==> src/rtl/core/kstc_pkg.sv <==
// Package for the keypad-set time-of-day clock.
// Holds the item codes, key codes, cursor positions, limits and the result struct.
// No dependencies; every other file of the block imports it.
package kstc_pkg;

    // Item kinds carried on the func field. Code 3 has no meaning and is ignored.
    typedef enum logic [1:0] {
        FUNC_TICK     = 2'd0,
        FUNC_KEY      = 2'd1,
        FUNC_SET_MODE = 2'd2
    } func_t;

    // Keypad codes with a special meaning. Codes below KEY_DIGIT_LIMIT are digits.
    localparam logic [3:0] KEY_CLEAR       = 4'hC;
    localparam logic [3:0] KEY_EXIT        = 4'hF;
    localparam logic [3:0] KEY_DIGIT_LIMIT = 4'd10;

    // Cursor positions, left to right.
    localparam logic [2:0] CUR_HOUR_TENS   = 3'd0;
    localparam logic [2:0] CUR_HOUR_UNITS  = 3'd1;
    localparam logic [2:0] CUR_MIN_TENS    = 3'd2;
    localparam logic [2:0] CUR_MIN_UNITS   = 3'd3;
    localparam logic [2:0] CUR_SEC_TENS    = 3'd4;
    localparam logic [2:0] CUR_SEC_UNITS   = 3'd5;

    // Configuration register indexes.
    localparam logic REG_TICKS_PER_SECOND = 1'b0;
    localparam logic REG_IDLE_LIMIT       = 1'b1;

    // Limits and reset values.
    localparam logic [3:0] IDLE_MAX          = 4'd12;
    localparam logic [6:0] SEC_PER_MIN       = 7'd60;
    localparam logic [5:0] HOURS_PER_DAY     = 6'd24;
    localparam logic [3:0] TICKS_PER_SEC_RST = 4'd10;
    localparam logic [3:0] IDLE_LIMIT_RST    = 4'd10;

    // One result beat.
    typedef struct packed {
        logic [4:0] hours;
        logic [5:0] minutes;
        logic [5:0] seconds;
        logic [2:0] cursor;
        logic       editing;
        logic       beep;
        logic [3:0] idle_seconds;
    } result_t;

    // Configuration values seen by the update logic.
    typedef struct packed {
        logic [3:0] ticks_per_second;
        logic [3:0] idle_limit;
    } cfg_t;

    // Tens digit times ten, as shifts and an add.
    function automatic logic [6:0] times_ten(input logic [2:0] tens);
        logic [6:0] wide;
        begin
            wide = {4'd0, tens};
            return (wide << 3) + (wide << 1);
        end
    endfunction

endpackage

==> src/rtl/core/keypad_set_time_of_day_clock.sv <==
// A beat goes from the input register through the engine into the result register.
// Throughput: one beat per cycle unless a held result stalls; the only feedback
// path is the engine's combinational state update, so it never holds a beat back.
// Reset (rst_n low, asynchronous) clears the time to 00:00:00, the cursor, the
// tick and idle counters, selects run mode, sets both configuration registers to
// 10 and empties the input and result registers.
module keypad_set_time_of_day_clock (
    input  logic       clk,
    input  logic       rst_n,
    // Input channel.
    input  logic       in_valid,
    output logic       in_stall,
    input  logic [1:0] func,
    input  logic [3:0] key_code,
    // Result channel.
    output logic       out_valid,
    input  logic       out_stall,
    output logic [4:0] hours,
    output logic [5:0] minutes,
    output logic [5:0] seconds,
    output logic [2:0] cursor,
    output logic       editing,
    output logic       beep,
    output logic [3:0] idle_seconds,
    // Configuration write port.
    input  logic       cfg_we,
    input  logic       cfg_index,
    input  logic [3:0] cfg_data
);
    import kstc_pkg::*;

    logic       held_valid;
    logic [1:0] held_func;
    logic [3:0] held_key;
    logic       out_free;
    logic       fire;
    cfg_t       cfg_reg;
    result_t    result_next;
    result_t    result_reg;
    logic       out_valid_reg;

    // Configuration registers. Writes must happen only while the block is idle, which
    // the block does not enforce, so the engine sees stable values for a beat in flight.
    always_ff @(posedge clk or negedge rst_n)
    begin
        if (!rst_n)
        begin
            cfg_reg.ticks_per_second <= TICKS_PER_SEC_RST;
            cfg_reg.idle_limit       <= IDLE_LIMIT_RST;
        end
        else if (cfg_we)
        begin
            unique case (cfg_index)
                REG_TICKS_PER_SECOND: cfg_reg.ticks_per_second <= cfg_data;
                REG_IDLE_LIMIT:       cfg_reg.idle_limit       <= cfg_data;
                default:
                begin
                end
            endcase
        end
    end

    // The result register is free when empty or when its beat is being taken.
    // A held input beat moves through the engine into it exactly then, so the
    // input side keeps flowing while a result waits only if the result is taken.
    assign out_free = !out_valid_reg || !out_stall;
    assign fire     = held_valid && out_free;

    kstc_in_stage u_in_stage (
        .clk        (clk),
        .rst_n      (rst_n),
        .in_valid   (in_valid),
        .in_stall   (in_stall),
        .func       (func),
        .key_code   (key_code),
        .take       (fire),
        .held_valid (held_valid),
        .held_func  (held_func),
        .held_key   (held_key)
    );

    kstc_engine u_engine (
        .clk    (clk),
        .rst_n  (rst_n),
        .fire   (fire),
        .func   (held_func),
        .key    (held_key),
        .cfg    (cfg_reg),
        .result (result_next)
    );

    // Result register: valid is control state, the payload loads on a fire.
    always_ff @(posedge clk or negedge rst_n)
    begin
        if (!rst_n)
        begin
            out_valid_reg <= 1'b0;
        end
        else if (out_free)
        begin
            out_valid_reg <= held_valid;
        end
    end

    always_ff @(posedge clk)
    begin
        if (fire)
        begin
            result_reg <= result_next;
        end
    end

    assign out_valid    = out_valid_reg;
    assign hours        = result_reg.hours;
    assign minutes      = result_reg.minutes;
    assign seconds      = result_reg.seconds;
    assign cursor       = result_reg.cursor;
    assign editing      = result_reg.editing;
    assign beep         = result_reg.beep;
    assign idle_seconds = result_reg.idle_seconds;

endmodule

==> src/rtl/core/kstc_in_stage.sv <==
// Input register of the keypad-set time-of-day clock.
// Captures one input beat and holds it until the update stage takes it.
// Depends on kstc_pkg.
module kstc_in_stage (
    input  logic       clk,
    input  logic       rst_n,
    input  logic       in_valid,
    output logic       in_stall,
    input  logic [1:0] func,
    input  logic [3:0] key_code,
    input  logic       take,
    output logic       held_valid,
    output logic [1:0] held_func,
    output logic [3:0] held_key
);
    import kstc_pkg::*;

    logic       valid_reg;
    logic [1:0] func_reg;
    logic [3:0] key_reg;
    logic       load;

    // The register is free when empty or when its beat moves on this cycle.
    assign in_stall = valid_reg && !take;
    assign load     = in_valid && !in_stall;

    always_ff @(posedge clk or negedge rst_n)
    begin
        if (!rst_n)
        begin
            valid_reg <= 1'b0;
        end
        else if (!in_stall)
        begin
            valid_reg <= in_valid;
        end
    end

    always_ff @(posedge clk)
    begin
        if (load)
        begin
            func_reg <= func;
            key_reg  <= key_code;
        end
    end

    assign held_valid = valid_reg;
    assign held_func  = func_reg;
    assign held_key   = key_reg;

endmodule

==> src/rtl/core/kstc_engine.sv <==
// Time-of-day state and its single-pass update for the keypad-set clock.
// Holds digits, counts, cursor, tick and idle counters and the set-mode flag.
// Depends on kstc_pkg.
module kstc_engine (
    input  logic             clk,
    input  logic             rst_n,
    input  logic             fire,
    input  logic [1:0]       func,
    input  logic [3:0]       key,
    input  kstc_pkg::cfg_t   cfg,
    output kstc_pkg::result_t result
);
    import kstc_pkg::*;

    logic [1:0] hour_tens_reg,    hour_tens_next;
    logic [3:0] hour_units_reg,   hour_units_next;
    logic [2:0] minute_tens_reg,  minute_tens_next;
    logic [3:0] minute_units_reg, minute_units_next;
    logic [2:0] second_tens_reg,  second_tens_next;
    logic [3:0] second_units_reg, second_units_next;
    logic [2:0] cursor_reg,       cursor_next;
    logic [4:0] hour_count_reg,   hour_count_next;
    logic [5:0] minute_count_reg, minute_count_next;
    logic [5:0] second_count_reg, second_count_next;
    logic [3:0] tick_count_reg,   tick_count_next;
    logic [3:0] idle_count_reg,   idle_count_next;
    logic       set_mode_reg,     set_mode_next;
    logic       beep;

    always_comb
    begin
        logic [3:0] tick_inc;
        logic       second_done;
        logic [6:0] sec_inc;
        logic [6:0] min_inc;
        logic [5:0] hour_inc;
        logic       accepted;
        logic       known_cursor;
        logic [6:0] hour_sum;
        logic [6:0] minute_sum;
        logic [6:0] second_sum;

        hour_tens_next    = hour_tens_reg;
        hour_units_next   = hour_units_reg;
        minute_tens_next  = minute_tens_reg;
        minute_units_next = minute_units_reg;
        second_tens_next  = second_tens_reg;
        second_units_next = second_units_reg;
        cursor_next       = cursor_reg;
        hour_count_next   = hour_count_reg;
        minute_count_next = minute_count_reg;
        second_count_next = second_count_reg;
        tick_count_next   = tick_count_reg;
        idle_count_next   = idle_count_reg;
        set_mode_next     = set_mode_reg;
        beep              = 1'b0;

        tick_inc     = tick_count_reg + 4'd1;
        second_done  = (tick_inc >= cfg.ticks_per_second);
        sec_inc      = {1'b0, second_count_reg} + 7'd1;
        min_inc      = {1'b0, minute_count_reg} + 7'd1;
        hour_inc     = {1'b0, hour_count_reg} + 6'd1;
        accepted     = 1'b1;
        known_cursor = 1'b1;
        hour_sum     = 7'd0;
        minute_sum   = 7'd0;
        second_sum   = 7'd0;

        unique case (func_t'(func))
            FUNC_TICK:
            begin
                tick_count_next = second_done ? 4'd0 : tick_inc;
                if (!set_mode_reg)
                begin
                    // Seconds carry into minutes, minutes into hours.
                    if (second_done)
                    begin
                        if (sec_inc >= SEC_PER_MIN)
                        begin
                            second_count_next = 6'd0;
                            if (min_inc >= SEC_PER_MIN)
                            begin
                                minute_count_next = 6'd0;
                                hour_count_next   = (hour_inc >= HOURS_PER_DAY) ?
                                                    5'd0 : hour_inc[4:0];
                            end
                            else
                            begin
                                minute_count_next = min_inc[5:0];
                            end
                        end
                        else
                        begin
                            second_count_next = sec_inc[5:0];
                        end
                    end
                end
                else
                begin
                    if (second_done && idle_count_reg < IDLE_MAX)
                    begin
                        idle_count_next = idle_count_reg + 4'd1;
                    end
                    if (idle_count_next >= cfg.idle_limit)
                    begin
                        set_mode_next   = 1'b0;
                        tick_count_next = 4'd0;
                    end
                end
            end
            FUNC_KEY:
            begin
                if (set_mode_reg)
                begin
                    idle_count_next = 4'd0;
                    if (key == KEY_CLEAR)
                    begin
                        hour_tens_next    = 2'd0;
                        hour_units_next   = 4'd0;
                        minute_tens_next  = 3'd0;
                        minute_units_next = 4'd0;
                        second_tens_next  = 3'd0;
                        second_units_next = 4'd0;
                        cursor_next       = CUR_HOUR_TENS;
                        hour_count_next   = 5'd0;
                        minute_count_next = 6'd0;
                        second_count_next = 6'd0;
                    end
                    else if (key < KEY_DIGIT_LIMIT)
                    begin
                        unique case (cursor_reg)
                            CUR_HOUR_TENS:
                            begin
                                accepted = (key < 4'd3);
                                if (accepted) hour_tens_next = key[1:0];
                            end
                            CUR_HOUR_UNITS:
                            begin
                                accepted = (hour_tens_reg < 2'd2) || (key < 4'd4);
                                if (accepted) hour_units_next = key;
                            end
                            CUR_MIN_TENS:
                            begin
                                accepted = (key < 4'd6);
                                if (accepted) minute_tens_next = key[2:0];
                            end
                            CUR_MIN_UNITS:
                            begin
                                minute_units_next = key;
                            end
                            CUR_SEC_TENS:
                            begin
                                accepted = (key < 4'd6);
                                if (accepted) second_tens_next = key[2:0];
                            end
                            CUR_SEC_UNITS:
                            begin
                                second_units_next = key;
                            end
                            default:
                            begin
                                known_cursor = 1'b0;
                            end
                        endcase
                        if (known_cursor)
                        begin
                            beep = !accepted;
                            if (accepted)
                            begin
                                cursor_next = (cursor_reg >= CUR_SEC_UNITS) ?
                                              CUR_HOUR_TENS : cursor_reg + 3'd1;
                            end
                            // Counts are rebuilt from the digits after every digit key.
                            hour_sum   = times_ten({1'b0, hour_tens_next}) +
                                         {3'd0, hour_units_next};
                            minute_sum = times_ten(minute_tens_next) +
                                         {3'd0, minute_units_next};
                            second_sum = times_ten(second_tens_next) +
                                         {3'd0, second_units_next};
                            hour_count_next   = hour_sum[4:0];
                            minute_count_next = minute_sum[5:0];
                            second_count_next = second_sum[5:0];
                        end
                    end
                    else if (key == KEY_EXIT)
                    begin
                        set_mode_next   = 1'b0;
                        tick_count_next = 4'd0;
                    end
                end
            end
            FUNC_SET_MODE:
            begin
                set_mode_next   = 1'b1;
                idle_count_next = 4'd0;
            end
            default:
            begin
            end
        endcase
    end

    always_ff @(posedge clk or negedge rst_n)
    begin
        if (!rst_n)
        begin
            hour_tens_reg    <= 2'd0;
            hour_units_reg   <= 4'd0;
            minute_tens_reg  <= 3'd0;
            minute_units_reg <= 4'd0;
            second_tens_reg  <= 3'd0;
            second_units_reg <= 4'd0;
            cursor_reg       <= CUR_HOUR_TENS;
            hour_count_reg   <= 5'd0;
            minute_count_reg <= 6'd0;
            second_count_reg <= 6'd0;
            tick_count_reg   <= 4'd0;
            idle_count_reg   <= 4'd0;
            set_mode_reg     <= 1'b0;
        end
        else if (fire)
        begin
            hour_tens_reg    <= hour_tens_next;
            hour_units_reg   <= hour_units_next;
            minute_tens_reg  <= minute_tens_next;
            minute_units_reg <= minute_units_next;
            second_tens_reg  <= second_tens_next;
            second_units_reg <= second_units_next;
            cursor_reg       <= cursor_next;
            hour_count_reg   <= hour_count_next;
            minute_count_reg <= minute_count_next;
            second_count_reg <= second_count_next;
            tick_count_reg   <= tick_count_next;
            idle_count_reg   <= idle_count_next;
            set_mode_reg     <= set_mode_next;
        end
    end

    always_comb
    begin
        result.hours        = hour_count_next;
        result.minutes      = minute_count_next;
        result.seconds      = second_count_next;
        result.cursor       = cursor_next;
        result.editing      = set_mode_next;
        result.beep         = beep;
        result.idle_seconds = idle_count_next;
    end

endmodule

==> config.mk <==
export PLATFORM = sky130hd
export DESIGN_NAME = keypad_set_time_of_day_clock
export DESIGN_NICKNAME = d
export VERILOG_FILES = /design/src/rtl/core/kstc_pkg.sv /design/src/rtl/core/keypad_set_time_of_day_clock.sv /design/src/rtl/core/kstc_in_stage.sv /design/src/rtl/core/kstc_engine.sv
export SDC_FILE = /design/constraint.sdc
export NUM_CORES = 1
export LEC_CHECK = 0
export ABC_AREA = 0
export BUFFER_PORTS_ARGS = -buffer_cell sky130_fd_sc_hd__buf_2
export CAP_MARGIN = 25
export CELL_PAD_IN_SITES_DETAIL_PLACEMENT = 1
export CELL_PAD_IN_SITES_GLOBAL_PLACEMENT = 2
export CORE_ASPECT_RATIO = 0.6
export CORE_MARGIN = 2
export CORE_UTILIZATION = 35
export DETAILED_ROUTE_END_ITERATION = 16
export PLACE_DENSITY_LB_ADDON = 0.1
export SLEW_MARGIN = 10
export SYNTH_ARGS = -nofsm -noshare
export SYNTH_HDL_FRONTEND = slang
export SYNTH_SLANG_ARGS = --single-unit
==> constraint.sdc <==
create_clock -name clk -period 3.9 [get_ports clk]
set_clock_uncertainty 0.2 [all_clocks]
set_input_delay 0.585 -clock clk [delete_from_list [all_inputs] [get_ports clk]]
set_output_delay 0.585 -clock clk [all_outputs]
set_load 0.05 [all_outputs]
======== Word level (Yosys, flattened, before mapping) ========
Cells that the tools add are included.
Widths: inputs -> output; s select.
operators by class
  add/subtract/negate cells ............... 12
  magnitude comparators ................... 12
  eq/ne operators ......................... 13
  multiplexer cells ....................... 111
  bitwise gates (word level) .............. 5
  reductions and logical operators ........ 22
operators with widths
  cell                 number
  $mux 4               34
  $mux 6               15
  $mux 3               23
  $mux 5               9
  $add 6x4->6          4
  $pmux 6 s2           2
  $mux 2               8
  $mux 1               15
  $add 6x1->7 const B  2
  $ge 7x6->1 const B   2
  $pmux 4 s3           1
  $pmux 5 s2           1
  $add 4x1->4 const B  2
  $eq 4x4->1 const B   2
  $ge 4x4->1           2
  $lt 4x3->1 const B   2
  $lt 4x4->1 const B   2
  $pmux 4 s2           1
  $add 5x1->6 const B  1
  $eq 3x2->1 const B   2
  $eq 3x3->1 const B   2
  $ge 6x5->1 const B   1
  $pmux 1 s3           2
  $reduce_and 6->1     1
  other kinds (23)     39
storage, ports and cells
  register bits ........................... 91
  word-level logic and storage cells ...... 201

======== Logic depth before layout (Yosys ltp) ========
  depth in word-level cells ............... 14
  gate-level depth with buffers ........... 15
  depth with buffers taken out ............ 15

======== By module ========
A second synthesis with hierarchy kept.
second synthesis, totals
  cell total of the unflattened synthesis .. 645
  area, all modules ....................... 6058.3 sq um
by module, submodules not included
  module                        instances  cells each  area each (sq um)
  kstc_engine                   1          587         4669.5
  keypad_set_time_of_day_clock  1          47          1151.1
  kstc_in_stage                 1          11          237.7

======== Worst setup path after synthesis ========
Ideal clock, no wire load.
  path type ............................... register -> register
  from .................................... register u_engine.cursor_reg[0]
  to ...................................... register result_reg (netlist bit minutes[4]), data pin
  library setup time ...................... 263 ps
  data arrival time ....................... 3296 ps
  required time ........................... 3437 ps
  slack ................................... 141 ps
  cell stages (with the launch flop) ...... 14
  clock period less this slack ............ 3759 ps
  cells stage by stage .................... dfrtp_1 inv_1 ha_1 or3b_2 a21oi_1 mux2i_1 xor2_1 ha_1 fa_1 xor2_1 a31oi_1 o41ai_1 o21ai_0 a22oi_1
RTL lines
  what                      line                                 source
  start: declaration        kstc_engine.sv:21                    logic [2:0] cursor_reg, cursor_next;
  start signal: assignment  kstc_engine.sv:229                   cursor_reg <= cursor_next;
  end signal: assignment    keypad_set_time_of_day_clock.sv:109  result_reg <= result_next;
  end: declaration          keypad_set_time_of_day_clock.sv:39   result_t result_reg;

==> metrics.txt <==
largest cells by area after synthesis=dfrtp_1 24%, edfxtp_1 17%, ha_1 6.7%, nand2_1 4.1%, o21ai_0 3.9%; Data arrival, critical path=approximately 3.6 ns; layout cells sized above 1=18.3%; Comb power frac=between 30% and 40%; vias in the first global route=between 5000 and 6000; CTS clk-pin slew, worst paths=0.07 ns; placed cell area=approximately 6400 µm²; Syn Area/Cell=9.72 µm²; R2R Path End=minutes[4]; CP Launch Type=flop; Int Power=between 2 and 2.5 mW; worst r2r path cells=13; Final period util=approximately 94%; Avg Vias per Cell=5.69; pwr/cell area=between 500 and 600 nW/µm²; total power=just under 4 mW; die area=between 15000 and 20000 µm²; max_slew headroom=~45%; number of diodes=0; run status=complete, no violations; commonest non-fill, non-tap cell in the layout=nand2_1; routed len/inst=between 20 and 25 µm; Worst Hold Depth=1; maximum vdd ir drop=between 0.2 and 0.25 mV; first-pass GRT wire length=29100 µm; CTS tree=yes; worst-margin pin slew=a little over 0.8 ns; mapped cell area=between 5000 and 6000 µm²; Yosys top cell area share=between 20% and 30%; Worst setup EP type=flop; IO Port Bufs=43; async set-reset flop share out of synthesis=roughly two thirds; Hold Vio Cnt, Final=0; Top-Level Pins=44; htree depth=3; setup_tns=0 ns; most frequent cells in the layout=64 x nand2_1, 55 x dfrtp_1, 43 x o21ai_0, 43 x buf_2, 35 x nor2_1; CP Launch Point=u_engine.cursor_reg[0]; MaxCap Viol Count=0; Core ar.=16300 µm²; Setup Viol. Count Final=0; fin crit period=~3.7 ns; Max Clk Rate=approximately 0.27 GHz; Synth area leader=dfrtp_1; initial antenna violation count=0; Antenna Violating Nets Remaining=0; Skew-Pair Late Insertion Delay=between 0.3 and 0.4 ns; total CTS buffers=9; HP Class=primary input to flop; detailed placer's ending HPWL=13600 µm; 1st-pass router iterations=5; Sw Ratio=40.1%; Layout area overhead=15.4%; Core Rows=36; fin. max-slew vios=0; GRT Total Usage=a little over a fifth; critical path peak fanout=5; RR Startpoint=u_engine.cursor_reg[0]; post-synthesis register bit count=91; Reg2Reg Setup Slack=between 0.2 and 0.25 ns; RSZ-0062 raised after global routing=no; DR DRC count=0; Final GP Congestion=about 0.85; Net Switching=roughly 1.5 mW; Placement Setup Slack=-0.000157 ns; Reg power frac=36.5%; Final WS setup=approximately 0.23 ns; clk buf depth=2; CP endpoint=minutes[4]; Root Buffer=clkbuf_16; via count=around 5000; Largest register FFs=8; Leakage=between 2 and 3 nW; final wirelength=about 19000 µm; sequential area share after synthesis=between 40% and 50%; Nets=696; 1st-iter DRT viols=398; Initial Util=approximately 36%; Die Ht=104 µm; Netlist cell types=73; Yosys warning count=0; Syn Inst Count=approximately 600; Synth Flop Type=dfrtp_1; Crit Path Class=flop to flop; largest net degree at the start of global routing=42; Worst EP required=between 3 and 4 ns; Remaining Overflow, GRT=0; Synth Net Count=649; Die W=171 µm; Clock power frac=between 20% and 30%; Design Area, Final=a little under 7000 µm²; CTS Sinks=a little over 90; EDFF count, synth=32
cell type report:
cell class / instances / area, µm²
clock buffers: 10 / 239
inverters: 21 / 78.8
fillers: 1837 / 9540
clock inverters: 6 / 63.8
flip-flops and latches: 91 / 2440
well taps: 228 / 285
repair buffers: 71 / 428
multi-input cells: 452 / 3180
through the flow:
step / hold slack, ns / std cells / utilization, %
after global routing: 0.202 / 879 / 41.3
after CTS: 0.196 / 878 / 41.1
after floorplan: 0.0894 / 599 / -
after detailed placement: 0.276 / 861 / 39.2
final: 0.206 / 879 / 41.3
after global placement: 0.260 / 861 / 39.2
cell usage after synthesis (7+ instances only):
cell type  instances
nand3_1           15
ha_1              31
nand2_1           64
a22o_1            16
dfrtp_1           55
nor2b_1            7
clkbuf_1          28
inv_1             21
a31oi_1            8
o21ai_0           45
nor3_1             7
nor2_1            35
a22oi_1            8
a32oi_1           10
mux2i_1           10
nand2b_1          13
edfxtp_1          32
a21oi_1           23
xor2_1             8
mux2_2            12
a21o_1            15
and3_1             8
cell families after synthesis:
group | Yosys count | synth area share, %
mux | 22 | 4.04
fa+ha+maj | 34 | 7.69
simple gates | 188 | 16.3
compound gates | 195 | 24.3
flops | 91 | 42.0
buf+inv | 56 | 3.80
xor+xnor | 13 | 1.96
critical path, stage by stage (launching register included):
cell     delay, ns
dfrtp_1       0.38
inv_1         0.10
ha_1          0.20
or3b_4        0.43
a21oi_2       0.14
mux2i_1       0.27
xor2_1        0.17
ha_1          0.29
fa_1          0.44
xor2_1        0.18
a31oi_2       0.18
o41ai_2       0.13
o21ai_1       0.19
a22oi_1       0.10
worst min path at each step:
stage                                            start                            to  slack, ns
after floorplan                                  rst_n                    cfg_reg[0]       0.09
after global placement    u_engine.second_units_reg[3]  u_engine.second_units_reg[3]       0.26
after detailed placement  u_engine.minute_units_reg[0]  u_engine.minute_units_reg[0]       0.28
after CTS                                  key_code[1]        u_in_stage.held_key[1]       0.20
after global routing                       key_code[3]        u_in_stage.held_key[3]       0.20
final                                      key_code[0]        u_in_stage.held_key[0]       0.21
per-layer routing:
layer	wire length [µm]	part of all wire [%]	vias up	track usage [%]
met1	9850	53	2524	34.3
met4	156	0.84	0	3.66
met2	7460	40	115	30.0
li1	-	-	2345	-
met3	1070	5.8	20	4.41
met5	0	0	-	0
power groups by stage:
stage | clock (mW) | combinational, mW | sequential [mW]
final | 0.917 | 1.53 | 1.41
after floorplan | 0 | 0.963 | 1.48
after detailed placement | 0 | 1.50 | 1.42
after global routing | 0.973 | 1.68 | 1.44
after CTS | 0.939 | 1.51 | 1.40
after global placement | 0 | 1.47 | 1.41
repair_timing:
action                     in CTS  in global routing
hold endpoints to repair       18                  0
hold buffers                    1                  0
setup buffers                   0                  1
pin swaps                       0                  2
gates resized for setup         1                  6
setup endpoints to repair       1                 11
Power figures use the tool's default switching activity.
